$ cat src/hdl/smf_pkg.sv
package smf_pkg;

    localparam int WINDOW_DEF = 5;
    localparam int WHOLE_W    = 8;
    localparam int TENTH_W    = 8;
    localparam int SAMPLE_W   = 12;

    typedef logic [SAMPLE_W-1:0] sample_t;
    typedef logic [WHOLE_W-1:0]  whole_t;
    typedef logic [TENTH_W-1:0]  tenth_t;

    localparam logic STATUS_VALID   = 1'b0;
    localparam logic STATUS_NO_DATA = 1'b1;

    // whole*10 + tenth as two shifts and adds; max 2805 fits in 12 bits
    function automatic sample_t to_tenths(input whole_t whole, input tenth_t tenth);
        sample_t w;
        begin
            w = sample_t'(whole);
            to_tenths = (w << 3) + (w << 1) + sample_t'(tenth);
        end
    endfunction

endpackage

$ cat src/hdl/smf_if.sv
interface smf_in_if;
    import smf_pkg::*;

    logic   valid;
    logic   ready;
    whole_t whole_degrees;
    tenth_t tenth_degrees;
    logic   read_ok;

    modport source (output valid, output whole_degrees, output tenth_degrees,
                    output read_ok, input ready);
    modport sink   (input valid, input whole_degrees, input tenth_degrees,
                    input read_ok, output ready);
endinterface

interface smf_out_if;
    import smf_pkg::*;

    logic    valid;
    logic    ready;
    sample_t median_tenths;
    logic    status;

    modport source (output valid, output median_tenths, output status, input ready);
    modport sink   (input valid, input median_tenths, input status, output ready);
endinterface

$ cat src/hdl/smf_cell.sv
module smf_cell #(
    parameter int WINDOW = smf_pkg::WINDOW_DEF,
    parameter int INDEX  = 0,
    parameter int CW     = $clog2(WINDOW + 1)
) (
    input  logic                                clk,
    input  logic                                shift,
    input  smf_pkg::sample_t                    shift_in,
    input  logic [CW-1:0]                       fill_count,
    input  smf_pkg::sample_t [WINDOW-1:0]       samples,
    output smf_pkg::sample_t                    sample,
    output logic [CW-1:0]                       rank
);
    import smf_pkg::*;

    sample_t       sample_reg;
    logic [CW-1:0] rank_reg;
    logic [CW-1:0] rank_next;
    logic [WINDOW-1:0] below;

    // a held sample ranks below this one if smaller, or equal and younger
    always_comb
    begin
        for (int j = 0; j < WINDOW; j++)
        begin
            below[j] = (j != INDEX) && (CW'(j) < fill_count) &&
                       ((samples[j] < sample_reg) ||
                        ((samples[j] == sample_reg) && (j < INDEX)));
        end
        rank_next = '0;
        for (int j = 0; j < WINDOW; j++)
        begin
            rank_next = rank_next + CW'(below[j]);
        end
    end

    always_ff @(posedge clk)
    begin
        if (shift)
        begin
            sample_reg <= shift_in;
        end
        rank_reg <= rank_next;
    end

    assign sample = sample_reg;
    assign rank   = rank_reg;

endmodule

$ cat src/hdl/sliding_median_filter_unit.sv
// Sliding-window median over the last WINDOW good readings.
// Each reading passes IDLE (shift into the cell chain), RANK (register every
// cell's rank) and EMIT (pick the cell whose rank is count/2), which waits while
// an earlier result is unaccepted; a new reading is taken only in IDLE.
// Reset clears the fill count and all handshake state; the window starts empty.
module sliding_median_filter_unit #(
    parameter int WINDOW = smf_pkg::WINDOW_DEF
) (
    input  logic             clk,
    input  logic             rst_n,
    smf_in_if.sink           reading,
    smf_out_if.source        result
);
    import smf_pkg::*;

    localparam int CW = $clog2(WINDOW + 1);

    localparam logic [1:0] ST_IDLE = 2'd0;
    localparam logic [1:0] ST_RANK = 2'd1;
    localparam logic [1:0] ST_EMIT = 2'd2;

    logic [1:0]    state_reg;
    logic [1:0]    state_next;
    logic [CW-1:0] fill_count_reg;
    logic [CW-1:0] fill_count_next;
    logic          out_valid_reg;
    logic          out_valid_next;
    sample_t       median_reg;
    logic          status_reg;

    logic          accept;
    logic          shift;
    logic          load_out;
    sample_t       new_value;
    sample_t       median_sel;
    logic [CW-1:0] target;

    sample_t [WINDOW-1:0] chain;
    sample_t [WINDOW-1:0] shift_in_w;
    logic [CW-1:0]        rank_w [WINDOW];

    assign reading.ready = (state_reg == ST_IDLE);
    assign accept        = reading.valid && reading.ready;
    assign shift         = accept && reading.read_ok;
    assign new_value     = to_tenths(reading.whole_degrees, reading.tenth_degrees);

    // newest word enters cell 0, oldest falls off the end
    for (genvar g = 0; g < WINDOW; g++)
    begin : g_cell
        if (g == 0)
        begin : g_head
            assign shift_in_w[g] = new_value;
        end
        else
        begin : g_link
            assign shift_in_w[g] = chain[g-1];
        end

        smf_cell #(
            .WINDOW (WINDOW),
            .INDEX  (g),
            .CW     (CW)
        ) u_cell (
            .clk        (clk),
            .shift      (shift),
            .shift_in   (shift_in_w[g]),
            .fill_count (fill_count_reg),
            .samples    (chain),
            .sample     (chain[g]),
            .rank       (rank_w[g])
        );
    end

    assign target = fill_count_reg >> 1;

    always_comb
    begin
        median_sel = '0;
        for (int i = 0; i < WINDOW; i++)
        begin
            if ((CW'(i) < fill_count_reg) && (rank_w[i] == target))
            begin
                median_sel = median_sel | chain[i];
            end
        end
    end

    always_comb
    begin
        state_next      = state_reg;
        fill_count_next = fill_count_reg;
        out_valid_next  = out_valid_reg;
        load_out        = 1'b0;

        if (out_valid_reg && result.ready)
        begin
            out_valid_next = 1'b0;
        end

        case (state_reg)
            ST_IDLE:
            begin
                if (accept)
                begin
                    state_next = ST_RANK;
                    if (reading.read_ok && (fill_count_reg != CW'(WINDOW)))
                    begin
                        fill_count_next = fill_count_reg + CW'(1);
                    end
                end
            end
            ST_RANK:
            begin
                state_next = ST_EMIT;
            end
            ST_EMIT:
            begin
                if (!out_valid_reg || result.ready)
                begin
                    load_out       = 1'b1;
                    out_valid_next = 1'b1;
                    state_next     = ST_IDLE;
                end
            end
            default:
            begin
                state_next = ST_IDLE;
            end
        endcase
    end

    always_ff @(posedge clk or negedge rst_n)
    begin
        if (!rst_n)
        begin
            state_reg      <= ST_IDLE;
            fill_count_reg <= '0;
            out_valid_reg  <= 1'b0;
        end
        else
        begin
            state_reg      <= state_next;
            fill_count_reg <= fill_count_next;
            out_valid_reg  <= out_valid_next;
        end
    end

    always_ff @(posedge clk)
    begin
        if (load_out)
        begin
            median_reg <= median_sel;
            status_reg <= (fill_count_reg == '0) ? STATUS_NO_DATA : STATUS_VALID;
        end
    end

    assign result.valid         = out_valid_reg;
    assign result.median_tenths = median_reg;
    assign result.status        = status_reg;

endmodule
$ cat src/flat_wrapper.sv
// flat-port wrapper written by rule: the top's interface ports become plain ports
module sliding_median_filter_unit_flat import smf_pkg::*;
#(
    parameter int WINDOW = smf_pkg::WINDOW_DEF
)
  (clk, rst_n, reading_valid, reading_whole_degrees, reading_tenth_degrees, reading_read_ok, reading_ready, result_valid, result_median_tenths, result_status, result_ready);
  smf_in_if reading_i ();
  smf_out_if result_i ();
  input  logic clk;
  input  logic rst_n;
  input wire logic [$bits(reading_i.valid)-1:0] reading_valid;
  input wire logic [$bits(reading_i.whole_degrees)-1:0] reading_whole_degrees;
  input wire logic [$bits(reading_i.tenth_degrees)-1:0] reading_tenth_degrees;
  input wire logic [$bits(reading_i.read_ok)-1:0] reading_read_ok;
  output wire logic [$bits(reading_i.ready)-1:0] reading_ready;
  output wire logic [$bits(result_i.valid)-1:0] result_valid;
  output wire logic [$bits(result_i.median_tenths)-1:0] result_median_tenths;
  output wire logic [$bits(result_i.status)-1:0] result_status;
  input wire logic [$bits(result_i.ready)-1:0] result_ready;
  assign reading_i.valid = reading_valid;
  assign reading_i.whole_degrees = reading_whole_degrees;
  assign reading_i.tenth_degrees = reading_tenth_degrees;
  assign reading_i.read_ok = reading_read_ok;
  assign reading_ready = reading_i.ready;
  assign result_valid = result_i.valid;
  assign result_median_tenths = result_i.median_tenths;
  assign result_status = result_i.status;
  assign result_i.ready = result_ready;
  sliding_median_filter_unit #(.WINDOW(WINDOW)) u_core (.clk(clk), .rst_n(rst_n), .reading(reading_i), .result(result_i));
endmodule
$ cat config.mk
export PLATFORM = sky130hd
export DESIGN_NAME = sliding_median_filter_unit_flat
export DESIGN_NICKNAME = d
export VERILOG_FILES = /design/src/hdl/smf_pkg.sv /design/src/hdl/smf_if.sv /design/src/hdl/smf_cell.sv /design/src/hdl/sliding_median_filter_unit.sv /design/src/flat_wrapper.sv
export SDC_FILE = /design/constraint.sdc
export NUM_CORES = 1
export LEC_CHECK = 0
export BUFFER_PORTS_ARGS = -buffer_cell sky130_fd_sc_hd__clkbuf_2
export CAP_MARGIN = 40
export CORE_AREA = 2 2 105 107
export DETAILED_ROUTE_END_ITERATION = 8
export DIE_AREA = 0 0 107 109
export GPL_ROUTABILITY_DRIVEN = 1
export PLACE_DENSITY = 0.88
export SLEW_MARGIN = 30
export SYNTH_ARGS = -nofsm -noshare
export SYNTH_HDL_FRONTEND = slang
export SYNTH_SLANG_ARGS = --single-unit
$ cat constraint.sdc
create_clock -name clk -period 4.35 [get_ports clk]
set_input_delay 0.87 -clock clk [delete_from_list [all_inputs] [get_ports clk]]
set_output_delay 0.87 -clock clk [all_outputs]
set_load 0.02 [all_outputs]
Yosys cells after proc, flatten, opt, wreduce, memory -nomap -nowiden
Index checks and enable logic that the tools add are counted.
{ "word_totals": {"output_inout_bits": 15, "register_bits": 94} }
{ "op_classes": {"order_cmp": 25, "n_bitwise": 4, "muxes": 14, "eq_ne": 20, "n_reduce_logical": 45, "addsub": 18} }
{ "op_table": {"columns": ["operator", "count"], "rows": [
  ["$lt A12 B12 Y1", 20],
  ["$eq A12 B12 Y1", 10],
  ["$mux W12", 5],
  ["$or A12 B12 Y12", 4],
  ["$add A3 B1 Y3", 10],
  ["$logic_and A1 B1 Y1", 29],
  ["$eq A3 B2 Y1", 5],
  ["$add A11 B9 Y12", 1],
  ["$add A12 B8 Y12", 1],
  ["$logic_or A1 B1 Y1", 11],
  ["$add A1 B1 Y2", 5],
  ["$lt A1 B3 Y1 const A", 2],
  ["$lt A2 B3 Y1 const A", 2],
  ["$mux W1", 6],
  ["$pmux W2 S3", 1],
  ["$mux W2", 2],
  ["$add A3 B1 Y3 const B", 1],
  ["$logic_not A3 Y1", 1],
  ["$lt A3 B3 Y1 const A", 1],
  ["$ne A3 B3 Y1 const B", 1],
  ["$reduce_and A3 Y1", 1],
  ["$eq A2 B1 Y1 const B", 1],
  ["$eq A2 B2 Y1 const B", 1],
  ["$logic_not A2 Y1", 1],
  ["4 further kinds", 4]
]} }

Depth between registers and ports, before layout
Gate-level depths: netlist of the first run.
{ "depth": {"ltp_word": 11, "depth_mapped": 12, "depth_no_buf": 12} }

Modules after synthesis
From an unflattened synthesis of the first run, not the netlist that was laid out.
{ "unflattened": {"hier_cells": 923, "hier_area_um2": 9389.0} }
{ "by_module_without_submodules": {"columns": ["mod", "cells_each", "instances", "area_each_um2"], "rows": [
  ["sliding_median_filter_unit", 184, 1, 1783.0],
  ["smf_cell at u_core.g_cell[4].u_cell", 154, 1, 1589.0],
  ["smf_cell at u_core.g_cell[3].u_cell", 150, 1, 1535.2],
  ["smf_cell at u_core.g_cell[2].u_cell", 147, 1, 1511.4],
  ["smf_cell at u_core.g_cell[1].u_cell", 142, 1, 1488.9],
  ["smf_cell at u_core.g_cell[0].u_cell", 146, 1, 1481.4]
]} }

Least setup slack after synthesis of the first run
No wires, ideal clock.
{ "synth_path": {"kind": "input -> register", "startpoint": "input reading_valid", "endpoint": "register u_core.fill_count_reg[1]", "n_path_buf": 0, "cell_stages": 3, "setup_ns": 0.125, "setup_slack_ns": 1.263, "arrival_ns": 2.962, "cell_sequence": "and3_1 > nand2_1 > mux2_2"} }
{ "synth_via": {"elab_chain_cells": 2} }
{ "synth_lines": {"columns": ["element", "line_no", "text"], "rows": [
  ["start, declared", "flat_wrapper.sv:11", "input wire logic [$bits(reading_i.valid)-1:0] reading_valid;"],
  ["$logic_and A1 B1 Y1", "sliding_median_filter_unit.sv:43", "assign accept = reading.valid && reading.ready;"],
  ["$reduce_and A3 Y1 (no line)", null, null],
  ["end signal, assigned", "sliding_median_filter_unit.sv:143", "fill_count_reg <= fill_count_next;"],
  ["end, declared", "sliding_median_filter_unit.sv:24", "logic [CW-1:0] fill_count_reg;"]
]} }
Every way passes these cells.
A chain may end at the register's enable or synchronous reset.

Worst setup path in the final report of the first run
{ "layout_path": {"startpoint": "input reading_tenth_degrees[3]", "endpoint": "register u_core.g_cell[0].u_cell.sample_reg[10] (data pin)"} }
{ "layout_via": {"elab_chain_cells": 1} }
{ "layout_lines": {"columns": ["element", "line_no", "text"], "rows": [
  ["start, declared", "flat_wrapper.sv:13", "input wire logic [$bits(reading_i.tenth_degrees)-1:0] reading_tenth_degrees;"],
  ["$add A12 B8 Y12", "smf_pkg.sv:20", "to_tenths = (w << 3) + (w << 1) + sample_t'(tenth);"],
  ["via u_core.g_cell[0].u_cell.shift_in[10]", "smf_cell.sv:8", "input smf_pkg::sample_t shift_in,"],
  ["end signal, assigned", "smf_cell.sv:41", "sample_reg <= shift_in;"],
  ["end, declared", "smf_cell.sv:16", "sample_t sample_reg;"]
]} }
The timed path passes the listed nets, and every way through them passes these cells.

==> metrics, run 1 <==
CP bufs+invs=1; yosys warns=0; full die area=11700 um^2; Mapped Area=6870 um^2; Net Sw Frac=0.397; CTS Buf Count=9; layout cells sized above 1=0.0969; vias in the first global route=~5400; Nets=852; fin crit share=0.684; CTS Hold Bufs=0; CP Cell Sequence=clkbuf_2, fa_1, fa_1, a21oi_1, o21ai_0, a2111oi_0, nor3_1, xor2_1; post-synthesis xor/xnor area fraction=0.0166; clock latency on the worst-skew pair=0.40 ns; status=completed; cell accounting for the most synthesized area=edfxtp_1; # Post-CTS Setup Buffers=0; CTS H-tree depth=3; Vias=~5300; Final Hold Vio Count=0; Post-synth EDFFs=73; post-synthesis adder-cell area fraction=0.295; Post-synth top cells=ha_1 (144), edfxtp_1 (73), a21oi_1 (66), inv_1 (66), nand2_1 (56); Post-Syn Area per Cell=between 10 and 15 um^2; gpl congestion=just over 0.9; setup ws final=1.37 ns; ANT cells=0; complex-gate fraction of the synthesized area=0.167; largest family of logic cells by synthesized area=adder cells; CP Class=input pin to flip-flop; gr usage total=0.309; Clock Skew=between 0.01 and 0.015 ns; Root Driver=clkbuf_8; Mapped Cells=around 640; Worst-Margin Slew=around 0.84 ns; RSZ-0062 raised after global routing=false; Leak=roughly 3.4 nW; Main synth FF type=edfxtp_1; Die H=~110 um; HP Class=input pin to async pin; Crit path top cell by count=fa_1; routed vias/inst=6.43; #FFs+latches synth=94; Yosys top cell area share=0.319; Top delay family on crit path=adder cells; final period demand of the worst path=about 3.0 ns; max_cap viols=0; core area=around 11000 um^2; Avg WL per Cell=between 20 and 25 um; Sinks on Clock Net=94; Setup crit end kind=flip-flop; Reg2Reg Depth=9; Area contributors post-synth=edfxtp_1 (32%), ha_1 (26%), a21oi_1 (4.8%), dfxtp_1 (4.4%), inv_1 (3.6%); top-count cell post-synth=ha_1; flop-to-flop setup slack=1.38 ns; clock transition at the registers of the reported paths=around 0.090 ns; delay of the slowest cell on the worst path=roughly 0.53 ns; Min Hold Slack=between 0.2 and 0.3 ns; Post-Syn Nets=roughly 810; total grt overflow=0; first-pass GRT wire length=~27000 um; Post-Synth Simple-Gate Area=0.0895; final core utilization=0.698; # port buffers=35; VDD IR max=293 uV; Max clock buf depth=2; P&R area growth vs syn=7.80%; Die Wd=107 um; DRC Markers=0; Detailed Place HPWL=12700 um; Slew Limit Fails=0; post-CTS sizing=0; sequential fraction of the synthesis area=0.385; Flop pwr share=0.418; Largest register FFs=60; reg2reg start=u_core.g_cell[0].u_cell.sample[1]$_DFFE_PP_; std cell rows=38; placed cells=~800; First-pass DRT Iterations=8; pin count of the biggest net entering global routing=34; Layout Cells excl Fill=approximately 820; Net Switching=0.00130 W; CP startpoint kind=input pin; PwrDens=between 400 and 500 nW/um^2; fraction of registers with async set/reset=0.0638; initial antenna violation count=0; starting density of the core=0.648; max_slew headroom=0.441; required time worst endpoint=around 4.5 ns; Clock Power Share=0.182; Power Internal=~0.002 W; CTS tree=yes; I/O pin total=36; Unique masters post-synth=49; Post-DRT Antenna Nets=0; Initial DRC Count=around 450; mux share of post-synthesis cell area=0.00164; crit path max fanout=2; Max Fclk=about 0.34 GHz; Final setup viols=0; combinational share of power=0.400; pre-CTS setup slack=0.933 ns; WL final=roughly 17000 um; Post-Route Setup TNS=0 ns; Reg2Reg Capture Point=u_core.g_cell[1].u_cell.rank[1]$_DFF_P_; Slowest-stage cell, CP=fa_1; CP Data Arrival Time=around 3.1 ns
==> cells in the final DEF (no fill, tap or decap), drive strengths merged, types with 6 or more instances in the layout <==
| master | count |
|---|---|
| a21oi | 67 |
| fa | 11 |
| nand2 | 56 |
| inv | 71 |
| o21ai | 24 |
| edfxtp | 73 |
| nor3 | 6 |
| a41oi | 7 |
| a21o | 21 |
| o221ai | 7 |
| dfxtp | 15 |
| nor2 | 19 |
| a222oi | 12 |
| nand4 | 13 |
| o211a | 8 |
| ha | 144 |
| clkbuf | 45 |
| dfrtp | 6 |
| xnor2 | 7 |
| o211ai | 13 |
| xor2 | 6 |
==> worst max path at each step <==
stage	from	cells after the start	slack, ns	to
global route	reading_tenth_degrees[3]	8	1.20	u_core.g_cell[0].u_cell.sample[10]$_DFFE_PP_
detailed placement	reading_tenth_degrees[3]	8	0.93	u_core.g_cell[0].u_cell.sample[10]$_DFFE_PP_
finish	reading_tenth_degrees[3]	8	1.37	u_core.g_cell[0].u_cell.sample[10]$_DFFE_PP_
floorplan	reading_valid	3	1.26	u_core.fill_count_reg[1]$_DFFE_PN0P_
CTS	reading_tenth_degrees[3]	8	1.35	u_core.g_cell[0].u_cell.sample[10]$_DFFE_PP_
global placement	reading_tenth_degrees[3]	8	1.08	u_core.g_cell[0].u_cell.sample[10]$_DFFE_PP_
==> power groups by stage <==
stage          combinational, W  sequential [W]  clock [W]
2_1_floorplan          0.000943         0.00134          0
3_3_place_gp            0.00120         0.00138          0
3_5_place_dp            0.00129         0.00139          0
4_1_cts                 0.00130         0.00137   0.000606
5_1_grt                 0.00147         0.00139   0.000644
6_report                0.00131         0.00137   0.000599
==> worst reg2reg max path: cells and delay by family (launching register included) <==
family,cells,cell delay [ns]
compound gates,4,0.90
flops,1,0.43
buf+inv,1,0.23
fa+ha+maj,4,1.31
==> layer usage <==
layer,vias to the layer above,global-route usage,share of wire,wire [um]
li1,2490,-,-,-
met1,2496,0.371,0.40,6720
met2,248,0.525,0.49,8150
met3,47,0.0807,0.078,1320
met4,0,0.137,0.037,617
met5,-,0,0,0
==> through the flow <==
step                      total power (W)  instance area (um^2)
after floorplan                   0.00228                  6870
after global placement            0.00257                  7180
after detailed placement          0.00267                  7190
after CTS                         0.00327                  7400
after global routing              0.00351                  7400
final                             0.00328                  7400
==> cell type report <==
| cell class | instances | area (um^2) |
|---|---|---|
| clock buffers | 9 | 124 |
| clock inverters | 7 | 77.6 |
| fillers | 776 | 3200 |
| inverters | 67 | 251 |
| multi-input cells | 466 | 3940 |
| flip-flops and latches | 94 | 2640 |
| well taps | 140 | 175 |
| repair buffers | 38 | 195 |
==> cell families (layout without fill, tap and decap cells) <==
group           Yosys count  in the layout
compound gates          172            172
fa+ha+maj               155            155
simple gates            125            125
flops                    94             94
buf+inv                  77            121
xor+xnor                 13             13
mux                       1              1
Note: power is estimated with default switching activity, not from simulation.
==> run 2: changes to the inputs <==
ABC_AREA = 1   (was default)
CORE_AREA = 2 2 120 122   (was 2 2 105 107)
DIE_AREA = 0 0 122 124   (was 0 0 107 109)
PLACE_DENSITY = 0.8   (was 0.88)
clock period = 2.4 ns   (was 4.35 ns; I/O delays follow)
==> run 2 against run 1 <==
Effect of this change: the run now ends with setup timing left; area after synthesis grew 12%; global-route usage shrank 2.5 points; clock power grew 140%; clock skew grew 0.0030 ns; utilization grew 3.4 points; synthesized cell count grew 45%; first-iteration DRC count grew 37%; sequential share of layout area shrank 9.4 points; largest cell class unchanged.
==> metrics, run 2 <==
Post-Syn Nets=approximately 1100; gpl congestion=0.923; max_cap viols=0; #FFs+latches synth=94; Final Cell Area=10000 um^2; pin count of the biggest net entering global routing=43; layout cells sized above 1=0.325; status=complete, but fails checks; Area contributors post-synth=edfxtp_1 (28%), ha_1 (23%), nand2_1 (12%), inv_1 (7.5%), nor2_1 (4.4%); Setup crit end kind=flip-flop; Yosys top cell area share=0.285; Mapped Cells=about 930; RSZ-0062 raised after global routing=true; failing checks=setup timing; initial antenna violation count=0; VDD IR max=514 uV; CP Class=flip-flop to flip-flop; clock transition at the registers of the reported paths=0.07 ns; Final setup viols=6; setup ws final=-0.0869 ns; Post-synth top cells=nand2_1 (238), inv_1 (153), ha_1 (144), nor2_1 (90), edfxtp_1 (73); commonest non-fill, non-tap cells in the layout=nand2_1 (199), inv_1 (122), ha_1 (103); Vias=approximately 6900; Max clock buf depth=2; Initial DRC Count=a little over 600; sequential fraction of the synthesis area=0.343; Main synth FF type=edfxtp_1; final period demand of the worst path=about 2.5 ns; Mapped Area=a little under 8000 um^2; CTS tree=yes; HP Class=input pin to flip-flop; CP Data Arrival Time=2.74 ns; PwrDens=slightly above 800 nW/um^2; total grt overflow=0; # port buffers=35; Largest register FFs=60; fraction of registers with async set/reset=0.0638; Post-synth EDFFs=73; fin crit share=1.04; starting density of the core=0.561; gr usage total=0.284; Clock Skew=around 0.015 ns; Avg WL per Cell=around 17 um; met2 usage=0.484; Post-Syn Area per Cell=slightly above 8 um^2; top-count cell post-synth=nand2_1; Final Hold Vio Count=0; Layout fillers=between 900 and 1000; routed vias/inst=~5.5; Die H=approximately 120 um; Multi-input gate area=5160 um^2; cell accounting for the most synthesized area=edfxtp_1; CTS H-tree depth=3; Slew Limit Fails=0; CP startpoint kind=flip-flop; Root Driver=clkbuf_16; Max Fclk=0.402 GHz; first-pass GRT wire length=about 33000 um; busiest metal layer after global routing=met2; First-pass DRT Iterations=4; Post-DRT Antenna Nets=0; clock latency on the worst-skew pair=around 0.37 ns; Detailed Place HPWL=about 16000 um; ANT cells=0; largest family of logic cells by synthesized area=adder cells; Post-Synth Simple-Gate Area=0.238; yosys warns=0; DRC Markers=0; P&R area growth vs syn=30.5%; mux share of post-synthesis cell area=0; met1 Use GR=0.353; Worst-Margin Slew=between 0.6 and 0.7 ns; Unique masters post-synth=35; vias in the first global route=6711; post-synthesis adder-cell area fraction=0.263; Nets=1252; Post-DP Area=just under 9000 um^2; std cell rows=43; max_slew headroom=0.570; Seq. cell area=between 2000 and 3000 um^2; WL final=around 22000 um; most common cell after layout, fill and taps aside=nand2_1; required time worst endpoint=~2.7 ns; Die Wd=approximately 120 um; CTS Buf Count=9; complex-gate fraction of the synthesized area=0.0522; Leak=just under 5 nW; grt met3 use=0.0343; pre-CTS setup slack=-0.136 ns; core area=between 10000 and 15000 um^2; hold path depth=1; full die area=15100 um^2; crit path max fanout=4; Sinks on Clock Net=between 90 and 100; I/O pin total=36; Reg2Reg Depth=16; post-synthesis xor/xnor area fraction=0.0135
==> run 2: cell types whose count changed after synthesis, moves of 10 or more <==
cell,change
o211ai_1,-12
a21oi_1,-33
o21ai_0,-18
nand2_1,+182
o21ai_1,+10
inv_1,+87
a21o_1,-12
a222oi_1,-12
nand4_1,+18
nand3_1,+40
nor2_1,+71
==> run 2: cell type report <==
cell class              count  share of cell area
clock buffers              12              0.0257
repair buffers            147               0.109
clock inverters             4             0.00274
well taps                 180              0.0224
multi-input cells         661               0.514
inverters                 163              0.0627
flip-flops and latches     94               0.263
==> run 2: repair_timing <==
action,in CTS,in global routing
hold endpoints to repair,6,0
gates resized for setup,54,126
pin swaps,15,42
endpoints found under the setup margin,10,14
hold buffers,1,0
buffers inserted,10,21
==> run 2: kinds of logic (layout without fill, tap and decap cells) <==
group,after synthesis,in the layout
buffers and inverters,171,326
DFF,94,94
and+or+nand+nor,427,427
xor gates and xnor gates,11,11
AOI/OAI and AO/OA,68,68
adders and majority gates,155,155
==> run 2: worst max-delay path, cell delays in order, from the launching register on <==
cell	delay [ns]
edfxtp_1	0.41
inv_2	0.17
buf_6	0.13
ha_4	0.20
nand2_2	0.09
inv_1	0.05
nand2_1	0.07
nor2_1	0.06
nand2_2	0.08
nand4_1	0.09
nand2_1	0.07
inv_1	0.04
ha_1	0.28
inv_2	0.04
fa_2	0.34
inv_2	0.07
ha_4	0.18
==> run 2: per-stage QoR <==
step            util  total power (W)  TNS [ns]  hold slack [ns]  cells
3_5_place_dp   0.630          0.00602    -0.583            0.316   1213
4_1_cts        0.673          0.00760   -0.0440            0.291   1240
2_1_floorplan      -          0.00498         0            0.184    926
6_report       0.732          0.00808    -0.276            0.293   1261
3_3_place_gp   0.630          0.00586    -0.213            0.316   1213
5_1_grt        0.732          0.00860    -0.901            0.305   1261
==> run 2: routing by layer <==
| layer | up-vias | part of all wire | wire (um) |
|---|---|---|---|
| met2 | 284 | 0.48 | 10400 |
| met3 | 75 | 0.059 | 1280 |
| met1 | 3245 | 0.42 | 9070 |
| met4 | 0 | 0.048 | 1050 |
| met5 | - | 0 | 0 |
| li1 | 3340 | - | - |
==> run 2: power by group <==
group,switching [W],leakage [nW],internal [W]
logic,0.00267,3.93,0.00156
registers,0.000215,0.872,0.00222
clock network,0.000649,0.142,0.000768
==> run 2: worst paths after layout <==
| kind | startpoint | endpoint | slack, ns |
|---|---|---|---|
| setup reg to reg | u_core.g_cell[1].u_cell.sample[11]$_DFFE_PP_ | u_core.g_cell[4].u_cell.rank[1]$_DFF_P_ | -0.09 |
| setup / recovery | u_core.g_cell[1].u_cell.sample[11]$_DFFE_PP_ | u_core.g_cell[4].u_cell.rank[1]$_DFF_P_ | -0.09 |
| min in group asynchronous | rst_n | u_core.state_reg[0]$_DFFE_PN0P_ | 0.47 |
| max in group asynchronous | rst_n | u_core.fill_count_reg[0]$_DFFE_PN0P_ | 1.78 |
| hold / removal | reading_tenth_degrees[0] | u_core.g_cell[0].u_cell.sample[0]$_DFFE_PP_ | 0.29 |
| hold reg to reg | u_core.g_cell[0].u_cell.sample[6]$_DFFE_PP_ | u_core.g_cell[1].u_cell.sample[6]$_DFFE_PP_ | 0.48 |
==> run 3: changes to the inputs <==
CORE_AREA = 2 2 142 144   (was 2 2 120 122)
DIE_AREA = 0 0 144 146   (was 0 0 122 124)
PLACE_DENSITY = 0.61   (was 0.8)
==> run 3 against run 2 <==
Effect of this change: utilization shrank 20 points; largest cell class unchanged; clock power grew 3%; the run now ends clean; non-clock buffer count grew 9.
==> metrics, run 3 (synthesis results as in run 2) <==
layout cells sized above 1=0.336; Final Cell Area=slightly above 10000 um^2; routed vias/inst=between 4 and 5; Worst Setup EP=u_core.g_cell[4].u_cell.rank[1]$_DFF_P_; Post-DP Area=8780 um^2; delay of the slowest cell on the worst path=roughly 0.49 ns; Initial DRC Count=425; gpl congestion=between 0.9 and 1; First-pass DRT Iterations=5; CP Data Arrival Time=roughly 2.6 ns; Vias=between 6000 and 7000; final period demand of the worst path=2.39 ns; Layout fillers=between 1500 and 2000; std cell rows=51; Largest register FFs=60; clock latency on the worst-skew pair=about 0.36 ns; met2 usage=0.321; # port buffers=35; CTS H-tree depth=3; Worst Setup SP=u_core.g_cell[0].u_cell.sample[0]$_DFFE_PP_; Post-DRT Antenna Nets=0; status=completed; reg2reg start=u_core.g_cell[0].u_cell.sample[0]$_DFFE_PP_; pin count of the biggest net entering global routing=between 60 and 70; Max Fclk=between 0.4 and 0.5 GHz; DRC Markers=0; pre-CTS setup slack=-0.176 ns; Slowest-stage cell, CP=edfxtp_1; starting density of the core=0.398; Leak=between 4 and 5 nW; max_slew headroom=0.589; ANT cells=0; grt met3 use=0.0227; Reg2Reg Depth=13; I/O pin total=36; critical path depth=13; met1 Use GR=0.271; CP bufs+invs=4; CTS Buf Count=9; first-pass GRT wire length=between 30000 and 40000 um; Final Hold Vio Count=0; CP startpoint kind=flip-flop; Min Hold Slack=0.306 ns; required time worst endpoint=about 2.7 ns; Avg WL per Cell=approximately 16 um; Slew Limit Fails=0; Die Wd=144 um; Top delay family on crit path=adder cells; clock transition at the registers of the reported paths=roughly 0.07 ns; HP Class=input pin to flip-flop; CP Class=flip-flop to flip-flop; Detailed Place HPWL=15900 um; CP Cell Sequence=buf_6, ha_1, nand2_1, nor2_2, nand3_1, nand4_1, nand2_1, inv_2, ha_4, inv_2, fa_2, inv_2, ha_4; Nets=between 1000 and 1500; core area=around 19000 um^2; full die area=around 21000 um^2; flop-to-flop setup slack=0.008 ns; PwrDens=roughly 800 nW/um^2; initial antenna violation count=0; Multi-input gate area=5250 um^2; Worst-Margin Slew=0.616 ns; max_cap viols=0; setup ws final=~0.0075 ns; busiest metal layer after global routing=met2; most common cell after layout, fill and taps aside=nand2_1; Root Driver=clkbuf_16; fin crit share=0.997; VDD IR max=roughly 430 uV; total grt overflow=0; CTS tree=yes; Reg2Reg Capture Point=u_core.g_cell[4].u_cell.rank[1]$_DFF_P_; Sinks on Clock Net=94; P&R area growth vs syn=34.1%; Setup crit end kind=flip-flop; vias in the first global route=6294; Final setup viols=0; Max clock buf depth=2; Crit path top cell by count=inv_2; WL final=between 20000 and 25000 um; Clock Skew=0.0101 ns; Die H=roughly 150 um; RSZ-0062 raised after global routing=true; crit path max fanout=4; gr usage total=0.198; Seq. cell area=2640 um^2; Post-Route Setup TNS=0 ns; commonest non-fill, non-tap cells in the layout=nand2_1 (198), inv_1 (114), buf_4 (106)
-- run 3: cell types whose count changed in the layout (fill, tap and decap cells not counted), sizes merged --
cell	delta
buf	+9
clkinv	+2
clkbuf	-2
inv	-1
bufinv	+1
-- run 3: metrics by stage --
step,power (W),cells,util
after floorplan,0.00498,926,-
final,0.00821,1355,0.534
after global routing,0.00881,1355,0.534
after detailed placement,0.00610,1302,0.454
after CTS,0.00780,1336,0.494
after global placement,0.00607,1302,0.454
-- run 3: repair_timing --
| action | CTS | global route |
|---|---|---|
| setup endpoints to repair | 8 | 13 |
| hold endpoints to repair | 6 | 0 |
| hold buffers | 1 | 0 |
| resized for setup | 67 | 125 |
| pin swaps | 26 | 58 |
| setup buffers | 18 | 20 |
-- run 3: area by class of cell --
cell class              count  area share
repair buffers            156       0.112
flip-flops and latches     94       0.256
clock inverters             6     0.00594
clock buffers              10      0.0222
well taps                 265      0.0321
inverters                 163      0.0627
multi-input cells         661       0.509
-- run 3: worst min-delay path by stage --
| stage | startpoint | endpoint | slack [ns] | cells past startpoint |
|---|---|---|---|---|
| after floorplan | rst_n | u_core.fill_count_reg[0]$_DFFE_PN0P_ | 0.18 | 0 |
| after global placement | rst_n | u_core.fill_count_reg[2]$_DFFE_PN0P_ | 0.32 | 1 |
| after detailed placement | rst_n | u_core.fill_count_reg[0]$_DFFE_PN0P_ | 0.32 | 1 |
| after CTS | result_ready | u_core.result.valid$_DFF_PN0_ | 0.30 | 2 |
| after global routing | reading_tenth_degrees[0] | u_core.g_cell[0].u_cell.sample[0]$_DFFE_PP_ | 0.31 | 1 |
| final | reading_tenth_degrees[0] | u_core.g_cell[0].u_cell.sample[0]$_DFFE_PP_ | 0.31 | 1 |
-- run 3: where the power goes --
group	internal [W]	leakage (nW)	switching, W
combinational	0.00164	3.94	0.00269
sequential	0.00222	0.872	0.000205
clock	0.000808	0.144	0.000654
total	0.00466	4.96	0.00355
-- run 3: worst register-to-register path, delay by kind of cell (launching register included) --
kind          cells  cell delay (ns)
flops             1             0.49
buf+inv           4             0.33
fa+ha+maj         4             1.06
simple gates      5             0.40
-- run 3: routing by layer --
layer  up-vias  wire, um  share of wire
li1       3356         -              -
met1      2991      9590           0.45
met2       154     10000           0.47
met3        44       807          0.038
met4         0       684          0.032
met5         -         0              0
